==> config.mk <==
export PLATFORM = sky130hd
export DESIGN_NAME = fvc_isqrt
export DESIGN_NICKNAME = d
export VERILOG_FILES = /design/src/hw/rtl/fvc_pkg.sv /design/src/hw/rtl/fvc_isqrt.sv
export SDC_FILE = /design/constraint.sdc
export NUM_CORES = 2
export LEC_CHECK = 0
export ABC_CLOCK_PERIOD_IN_PS = 9500
export BUFFER_PORTS_ARGS = -buffer_cell sky130_fd_sc_hd__buf_2
export CORE_UTILIZATION = 60
export CTS_CLUSTER_DIAMETER = 50
export DETAILED_ROUTE_END_ITERATION = 10
export PLACE_DENSITY_LB_ADDON = 0.05
export SLEW_MARGIN = 10
export SYNTH_ARGS = -nofsm -noshare
export SYNTH_HDL_FRONTEND = slang
export SYNTH_SLANG_ARGS = --single-unit
==> constraint.sdc <==
create_clock -name i_clk -period 9.5 [get_ports i_clk]
set_input_delay 1.425 -clock i_clk [delete_from_list [all_inputs] [get_ports i_clk]]
set_output_delay 1.425 -clock i_clk [all_outputs]
set_load 0.01 [all_outputs]
==> src/hw/rtl/fvc_pkg.sv <==
package fvc_pkg;

    // Input format and phase resolution.
    localparam int IN_FRAC_BITS = 12;
    localparam int DATA_W       = 16;
    localparam int PH_BITS      = 24;

    // Angle unit: one rotation stage per CORDIC step.
    localparam int CORDIC_STEPS = 22;
    localparam int CW           = 36;   // x/y datapath, inputs scaled by 2^16
    localparam int ZW           = 25;   // accumulated angle, signed

    // Wheel geometry.
    localparam int RY    = 15;
    localparam int YG    = 6;
    localparam int GC    = 4;
    localparam int CB    = 11;
    localparam int BM    = 13;
    localparam int MR    = 6;
    localparam int NCOLS = RY + YG + GC + CB + BM + MR;
    localparam int K_W   = 6;

    // Length unit: one result bit per stage.
    localparam int RAD_W     = 17;
    localparam int SQN_W     = 33;
    localparam int ISQ_STEPS = 17;

    // Both front units line up at this latency.
    localparam int PIPE_LAT = CORDIC_STEPS + 2;
    localparam int ISQ_PAD  = PIPE_LAT - ISQ_STEPS - 2;

    localparam logic [21:0] ATAN_TURNS [CORDIC_STEPS] = '{
        22'd2097152, 22'd1238021, 22'd654136, 22'd332050, 22'd166669, 22'd83416,
        22'd41718, 22'd20860, 22'd10430, 22'd5215, 22'd2608, 22'd1304, 22'd652,
        22'd326, 22'd163, 22'd81, 22'd41, 22'd20, 22'd10, 22'd5, 22'd3, 22'd1
    };

    // Ramps of the wheel segments, floor(255 * i / segment length).
    localparam logic [7:0] YG_RAMP [YG] = '{8'd0, 8'd42, 8'd85, 8'd127, 8'd170, 8'd212};
    localparam logic [7:0] GC_RAMP [GC] = '{8'd0, 8'd63, 8'd127, 8'd191};
    localparam logic [7:0] CB_RAMP [CB] = '{
        8'd0, 8'd23, 8'd46, 8'd69, 8'd92, 8'd115, 8'd139, 8'd162, 8'd185, 8'd208, 8'd231
    };
    localparam logic [7:0] BM_RAMP [BM] = '{
        8'd0, 8'd19, 8'd39, 8'd58, 8'd78, 8'd98, 8'd117, 8'd137, 8'd156, 8'd176,
        8'd196, 8'd215, 8'd235
    };
    localparam logic [7:0] MR_RAMP [MR] = '{8'd0, 8'd42, 8'd85, 8'd127, 8'd170, 8'd212};

    typedef struct packed {
        logic signed [DATA_W-1:0] flow_x;
        logic signed [DATA_W-1:0] flow_y;
        logic                     flow_valid;
    } t_flow_req;

    typedef struct packed {
        logic [7:0] red;
        logic [7:0] green;
        logic [7:0] blue;
    } t_flow_rgb;

    function automatic t_flow_rgb wheel_entry(input logic [K_W-1:0] k);
        t_flow_rgb c;
        logic [K_W-1:0] i;
        c = '0;
        i = '0;
        if (k < K_W'(RY)) begin
            i = k;
            c.red   = 8'd255;
            c.green = 8'(i) * 8'd17;
        end else if (k < K_W'(RY + YG)) begin
            i = k - K_W'(RY);
            c.red   = 8'd255 - YG_RAMP[i[2:0]];
            c.green = 8'd255;
        end else if (k < K_W'(RY + YG + GC)) begin
            i = k - K_W'(RY + YG);
            c.green = 8'd255;
            c.blue  = GC_RAMP[i[1:0]];
        end else if (k < K_W'(RY + YG + GC + CB)) begin
            i = k - K_W'(RY + YG + GC);
            c.green = 8'd255 - CB_RAMP[i[3:0]];
            c.blue  = 8'd255;
        end else if (k < K_W'(RY + YG + GC + CB + BM)) begin
            i = k - K_W'(RY + YG + GC + CB);
            c.red  = BM_RAMP[i[3:0]];
            c.blue = 8'd255;
        end else begin
            i = k - K_W'(RY + YG + GC + CB + BM);
            if (i >= K_W'(MR)) begin
                i = i - K_W'(MR);
            end
            c.red  = 8'd255;
            c.blue = 8'd255 - MR_RAMP[i[2:0]];
        end
        return c;
    endfunction

endpackage

==> src/hw/rtl/fvc_isqrt.sv <==
module fvc_isqrt (
    input  logic                               i_clk,
    input  logic                               i_en,
    input  logic                               i_flow_valid,
    input  logic signed [fvc_pkg::DATA_W-1:0]  i_fx,
    input  logic signed [fvc_pkg::DATA_W-1:0]  i_fy,
    output logic [fvc_pkg::RAD_W-1:0]          o_rad,
    output logic                               o_inside,
    output logic                               o_flow_valid
);

    localparam int NW    = fvc_pkg::SQN_W;
    localparam int RW    = NW + 1;
    localparam int STEPS = fvc_pkg::ISQ_STEPS;
    localparam int PAD   = fvc_pkg::ISQ_PAD;
    localparam int SH    = 32 - 2 * fvc_pkg::IN_FRAC_BITS;
    localparam logic [31:0] UNIT_SQ = 32'd1 << (2 * fvc_pkg::IN_FRAC_BITS);

    logic signed [31:0] w_px, w_py;
    logic [30:0]        r_sqx, r_sqy;
    logic               r_fv0;
    logic [31:0]        n_sum;
    logic               n_in;

    assign w_px  = i_fx * i_fx;
    assign w_py  = i_fy * i_fy;
    assign n_sum = {1'b0, r_sqx} + {1'b0, r_sqy};
    assign n_in  = (n_sum <= UNIT_SQ);

    logic [NW-1:0] r_n  [STEPS+1];
    logic [RW-1:0] r_r  [STEPS+1];
    logic          r_in [STEPS+1];
    logic          r_fv [STEPS+1];

    always_ff @(posedge i_clk) begin
        if (i_en) begin
            r_sqx <= w_px[30:0];
            r_sqy <= w_py[30:0];
            r_fv0 <= i_flow_valid;
            // The length is only used inside the unit disc.
            r_n[0]  <= n_in ? (NW'(n_sum) << SH) : '0;
            r_r[0]  <= '0;
            r_in[0] <= n_in;
            r_fv[0] <= r_fv0;
        end
    end

    for (genvar g = 0; g < STEPS; g++) begin : g_bit
        localparam logic [RW-1:0] BIT = RW'(1) << (2 * (STEPS - 1 - g));
        logic [RW:0] w_t;

        assign w_t = (RW+1)'(r_r[g]) + (RW+1)'(BIT);

        always_ff @(posedge i_clk) begin
            if (i_en) begin
                r_in[g+1] <= r_in[g];
                r_fv[g+1] <= r_fv[g];
                if ((RW+1)'(r_n[g]) >= w_t) begin
                    r_n[g+1] <= r_n[g] - w_t[NW-1:0];
                    r_r[g+1] <= (r_r[g] >> 1) + BIT;
                end else begin
                    r_n[g+1] <= r_n[g];
                    r_r[g+1] <= r_r[g] >> 1;
                end
            end
        end
    end

    // Delay line that matches the angle unit's latency.
    logic [fvc_pkg::RAD_W-1:0] r_pad_rad [PAD];
    logic                      r_pad_in  [PAD];
    logic                      r_pad_fv  [PAD];

    always_ff @(posedge i_clk) begin
        if (i_en) begin
            r_pad_rad[0] <= r_r[STEPS][fvc_pkg::RAD_W-1:0];
            r_pad_in[0]  <= r_in[STEPS];
            r_pad_fv[0]  <= r_fv[STEPS];
        end
    end

    for (genvar p = 1; p < PAD; p++) begin : g_pad
        always_ff @(posedge i_clk) begin
            if (i_en) begin
                r_pad_rad[p] <= r_pad_rad[p-1];
                r_pad_in[p]  <= r_pad_in[p-1];
                r_pad_fv[p]  <= r_pad_fv[p-1];
            end
        end
    end

    assign o_rad        = r_pad_rad[PAD-1];
    assign o_inside     = r_pad_in[PAD-1];
    assign o_flow_valid = r_pad_fv[PAD-1];

endmodule

---- After elaboration in Yosys (flattened, before gate mapping) ----
Memory sizes are Yosys's and may differ from the RTL's.
Cells that the tools add are included.
word-level totals
  bits in registers ....................... 63
  bits in writable memories ............... 1,337
  output and inout bits ................... 19
  logic and storage cells ................. 255
  memories kept ........................... 7
operators by class
  $add $sub $neg .......................... 52
  $mul .................................... 2
  $lt $le $gt $ge ......................... 18
  multiplexer cells ....................... 139
  bitwise gates (word level) .............. 34
memory list
  memory       words  width  rd ports  clocked after memory_dff  wr ports  RTL line         source
  r_r          18     34     18        0                         18        fvc_isqrt.sv:31  logic [RW-1:0] r_r [STEPS+1];
  r_n          18     33     17        0                         18        fvc_isqrt.sv:30  logic [NW-1:0] r_n [STEPS+1];
  r_pad_rad    5      17     5         0                         5         fvc_isqrt.sv:70  logic [fvc_pkg::RAD_W-1:0] r_pad_rad [PAD];
  r_fv         18     1      18        0                         18        fvc_isqrt.sv:33  logic r_fv [STEPS+1];
  r_in         18     1      18        0                         18        fvc_isqrt.sv:32  logic r_in [STEPS+1];
  r_pad_fv     5      1      5         0                         5         fvc_isqrt.sv:72  logic r_pad_fv [PAD];
  +1 memories  --     --     --        --                        --        --
operators with widths
  kind                    number
  $ge 33x35->1            17
  $mux 33                 18
  $mux 34                 17
  $sub 33x33->33          17
  $mux 1                  104
  $mul 16x16->31          2
  $add 34x1->35 const B   1
  $add 34x11->35 const B  1
  $add 34x13->35 const B  1
  $add 34x15->35 const B  1
  $add 34x17->35 const B  1
  $add 34x19->35 const B  1
  $add 34x21->35 const B  1
  $add 34x23->35 const B  1
  $add 34x25->35 const B  1
  $add 34x27->35 const B  1
  $add 34x29->35 const B  1
  $add 34x3->35 const B   1
  $add 34x31->35 const B  1
  $add 34x33->35 const B  1
  $add 34x5->35 const B   1
  $add 34x7->35 const B   1
  $add 34x9->35 const B   1
  $add 33x1->34 const B   1
  19 further kinds        52

---- Depth between registers and ports, before layout ----
  depth in word-level cells ............... 6
  gate-level depth with buffers ........... 26
  mapped depth without buffers ............ 24

---- Worst setup path before layout ----
OpenSTA, ideal clock, no wires.
  path kind ............................... input to register
  start point ............................. input i_fx[1] in the netlist's numbering
  end point ............................... register r_sqx[29], data pin
  library setup time ...................... 129 ps
  arrival time ............................ 7,325 ps
  slack ................................... 2,045 ps
  stages on the path ...................... 20
  path buffers ............................ 2
  cell sequence ........................... clkbuf_1 clkbuf_1 nand2_1 fa_1 fa_1 fa_1 inv_1 fa_1 fa_1 inv_1 fa_1 inv_1 ha_1 a211o_1 o31a_1 a31o_2 a41o_1 o41a_1 nor4b_1 a211o_1
between the ends
  word-level cells in the longest chain between the ends .. 1
ends and longest elaborated chain
  what                  RTL line         source
  from (decl)           fvc_isqrt.sv:5   input logic signed [fvc_pkg::DATA_W-1:0] i_fx,
  $mul 16x16->31        fvc_isqrt.sv:25  assign w_px = i_fx * i_fx;
  via w_px[29]          fvc_isqrt.sv:19  logic signed [31:0] w_px, w_py;
  to (signal assigned)  fvc_isqrt.sv:37  r_sqx <= w_px[30:0];
  to (decl)             fvc_isqrt.sv:20  logic [30:0] r_sqx, r_sqy;
The timed path passes the listed nets, and every way through them passes these cells.
A chain may end at the register's enable or synchronous reset.

---- Final worst setup path ----
  start point ............................. input i_fx[15] in the netlist's numbering
  end point ............................... register r_sqx[28], data pin
Same word-level chain as after synthesis.

==> results.tsv <==
metric	value	unit
Setup Skew	0.02171	ns
Core ar.	88510	sq um
cells after synthesis	4739	
GRT overflow	0	
DIE WIDTH	301.2	um
P&R area growth vs syn	7.834	%
CTS tree	done	
predominant post-synthesis flop cell	edfxtp_1	
metal3 WL	4.085	mm
Synthesis Warnings	0	
worst-path fanout max	17	
drt drc	4	
r2r setup slk	5.31	ns
syn_area_per_cell	11.33	sq um
hold depth	0	
Final setup violation count	0	
Die ar.	90720	sq um
layout cells sized above 1	0.05629	
DR top layer	met5	
synthesized area	53710	sq um
Worst Path Required	9.96	ns
ratio of final minimum period to clock period	0.7647	
Skew-Pair Late Insertion Delay	0.65	ns
Seq/Total Area, Yosys	0.4350	
Async S/R FF share, synth	0	
overall power	21.90	mW
FF-to-FF path depth	10	
final hold viol count	0	
Highest Clock Rate	0.1377	GHz
Post-Route WL	103.5	mm
reg2reg end	r_n[0][23]$_SDFFCE_PN0P_	
syn nets	5594	
Initial Utilization	0.6068	
first-pass GRT wire length	171.0	mm
fin. max-slew vios	0	
Critical Path Sink Type	flop	
status	finished, violations left	
final core utilization	0.6544	
Worst-Margin Slew	1.081	ns
EDFF count, synth	778	
Worst-path clk slew	0.06	ns
antenna viol nets, final	0	
Seq cells post-synth	778	
normalized max-slew margin	0.2794	
CTS Hold Bufs	0	
Pre-Repair DR Iteration Count	8	
Setup TNS Final	0	ns
initial antenna violation count	2	
Leak	25.22	nW
Port Buffers	53	
# Post-CTS Setup Buffers	0	
Critical Path Start Type	input pin	
metal2 WL	52.34	mm
CTS resizes	0	
via density per instance	5.481	
Setup Crit Path Kind	in -> reg	
number of CTS-inserted buffers	88	
VDD IR-drop max	0.001287	V
Via Count	32970	
unrepaired setup endpoints after global routing	no	
drt wl/cell	17.21	um
GRT Total Usage	0.2385	
Hold Path Sink	r_n[0][43]$_DFFE_PP_	
clk sinks	778	
vias in the first global route	33510	
Detail Placement HPWL	79.99	mm
Worst Hold Class	reg -> reg	
Crit path arrival time	7.72	ns
fin nets	5632	
WL met1	43.70	mm
RR Startpoint	r_sqx[15]$_DFFE_PP_	
Root Buffer	clkbuf_16	
max-cap violation count	0	
failing checks	DRC	
die height	301.2	um
pin count of the biggest net entering global routing	154	
crit path time final	7.265	ns
pwr dens	378.2	nW/um^2
CTS Buffer Depth	3	
Synth cell types	94	
Rows	109	
RePlAce Congestion	0.8847	
H-tree depth	3	
Hold Startpoint	r_n[0][10]$_SDFFCE_PN0P_	
Ports	54	
1st-iter DRT viols	1986	
kinds of logic after synthesis:
| kind of cell | count (synthesis) | share of synthesized area |
|---|---|---|
| AOI/OAI and AO/OA | 664 | 0.08032 |
| xor gates and xnor gates | 284 | 0.04631 |
| muxes | 17 | 0.003518 |
| adders and majority gates | 820 | 0.2557 |
| DFF | 778 | 0.4350 |
| buffers and inverters | 1048 | 0.07515 |
| and+or+nand+nor | 1128 | 0.1040 |
sequential cells by signal, summed over array words and instances (netlist names):
register and count:
r_sqx 30, r_fv 18, r_pad_fv 5, r_sqy 30
r_in 18, r_pad_rad 85, r_r 152, r_pad_in 5
r_fv0 1, r_n 434
cells in the final DEF (no fill, tap or decap), types with 32 or more instances in the layout:
cell type  count
a21oi_1      159
o21ai_0      178
a21o_1        76
xor2_1       111
nor2_1       255
nor4_1        51
and2_1        78
nor3_1        73
ha_1         357
o31ai_1       32
buf_2         52
xnor2_1      173
nand2_1      353
fa_1         463
nand3_1       51
clkbuf_16     91
edfxtp_1     778
nand2b_1      47
nor2b_1       38
o21a_1        46
inv_1        920
Yosys cell counts, types with 6 or more instances:
cell type | instances | share of area
ha_1 | 357 | 0.083
nand4_1 | 24 | 0.0028
a21o_1 | 76 | 0.011
o21ai_0 | 178 | 0.017
a211oi_1 | 19 | 0.0027
nand2b_1 | 47 | 0.0055
o21a_1 | 46 | 0.0064
o2111ai_1 | 7 | 0.0011
o31a_1 | 8 | 0.0013
and2_1 | 78 | 0.0091
a211o_1 | 12 | 0.0020
a21boi_0 | 9 | 0.0013
mux2_2 | 14 | 0.0029
o211a_1 | 6 | 0.0011
inv_1 | 920 | 0.064
nor2b_1 | 38 | 0.0044
or2_2 | 14 | 0.0016
o21bai_1 | 15 | 0.0021
edfxtp_1 | 778 | 0.43
or4_1 | 10 | 0.0014
fa_1 | 463 | 0.17
nand4b_1 | 10 | 0.0016
nor4b_1 | 13 | 0.0021
nand2_1 | 353 | 0.025
or3_1 | 28 | 0.0033
o31ai_1 | 32 | 0.0045
nor3b_1 | 7 | 0.00098
buf_4 | 17 | 0.0024
a21oi_1 | 160 | 0.015
nand3b_1 | 17 | 0.0024
a31o_2 | 10 | 0.0016
a31oi_1 | 13 | 0.0015
o211ai_1 | 13 | 0.0018
nor4_1 | 52 | 0.0061
and3b_1 | 6 | 0.00098
nor2_1 | 255 | 0.018
nand3_1 | 51 | 0.0048
clkbuf_1 | 96 | 0.0067
xnor2_1 | 173 | 0.028
a2111oi_0 | 10 | 0.0016
xor2_1 | 111 | 0.018
buf_2 | 6 | 0.00056
nor3_1 | 73 | 0.0068
and3_1 | 31 | 0.0036
critical path, stage by stage:
cell and delay, ns:
buf_2 0.31, clkinv_1 0.17, nor2_1 0.24, fa_1 0.51
inv_1 0.22, fa_1 0.53, inv_1 0.34, fa_1 0.48
fa_1 0.48, fa_1 0.54, inv_1 0.05, fa_1 0.53
inv_1 0.04, ha_1 0.31, and3_1 0.20, nand2_1 0.09
nor3_1 0.18, a31oi_1 0.15, a21oi_1 0.32, and2_1 0.20
o21ai_0 0.09, a221oi_1 0.29
layout make-up:
| class | instances | area, sq um |
|---|---|---|
| clock buffers | 106 | 2333 |
| fillers | 6797 | 30590 |
| multi-input cells | 2913 | 26330 |
| inverters | 923 | 3465 |
| diodes | 1 | 2.502 |
| flip-flops and latches | 778 | 23360 |
| well taps | 1165 | 1458 |
| clock inverters | 57 | 513.0 |
| repair buffers | 73 | 450.4 |
metrics by stage:
step           area [sq um]  hold slack [ns]  worst slack (ns)  cells
6_report              57920           0.4082             2.235   6016
4_1_cts               57920           0.4008             2.240   6015
2_1_floorplan         53710           0.4003             2.045   4739
3_5_place_dp          55070           0.4045             1.559   5852
3_3_place_gp          55070           0.4007             1.669   5852
5_1_grt               57920           0.4098             1.702   6015
how the worst max path moves through the flow:
stage               cells past startpoint  slack (ns)             endpoint      from
floorplan                              20        2.05  r_sqx[29]$_DFFE_PP_   i_fx[1]
global placement                       24        1.67  r_sqx[29]$_DFFE_PP_   i_fx[6]
detailed placement                     23        1.56  r_sqy[30]$_DFFE_PP_   i_fy[2]
CTS                                    22        2.24  r_sqx[28]$_DFFE_PP_   i_fx[2]
global route                           22        1.70  r_sqx[28]$_DFFE_PP_  i_fx[15]
finish                                 22        2.24  r_sqx[28]$_DFFE_PP_  i_fx[15]
power breakdown:
| group | internal, mW | leakage, nW | switching [mW] |
|---|---|---|---|
| combinational | 5.71 | 16.4 | 7.72 |
| clock | 1.91 | 1.37 | 1.38 |
| sequential | 4.92 | 7.43 | 0.266 |
routing by layer:
layer	GRT usage	vias up
met5	0	-
met1	0.3105	16210
met2	0.4114	605
met3	0.02990	194
li1	-	15960
met4	0.08436	4
(Power assumes the default switching activity.)
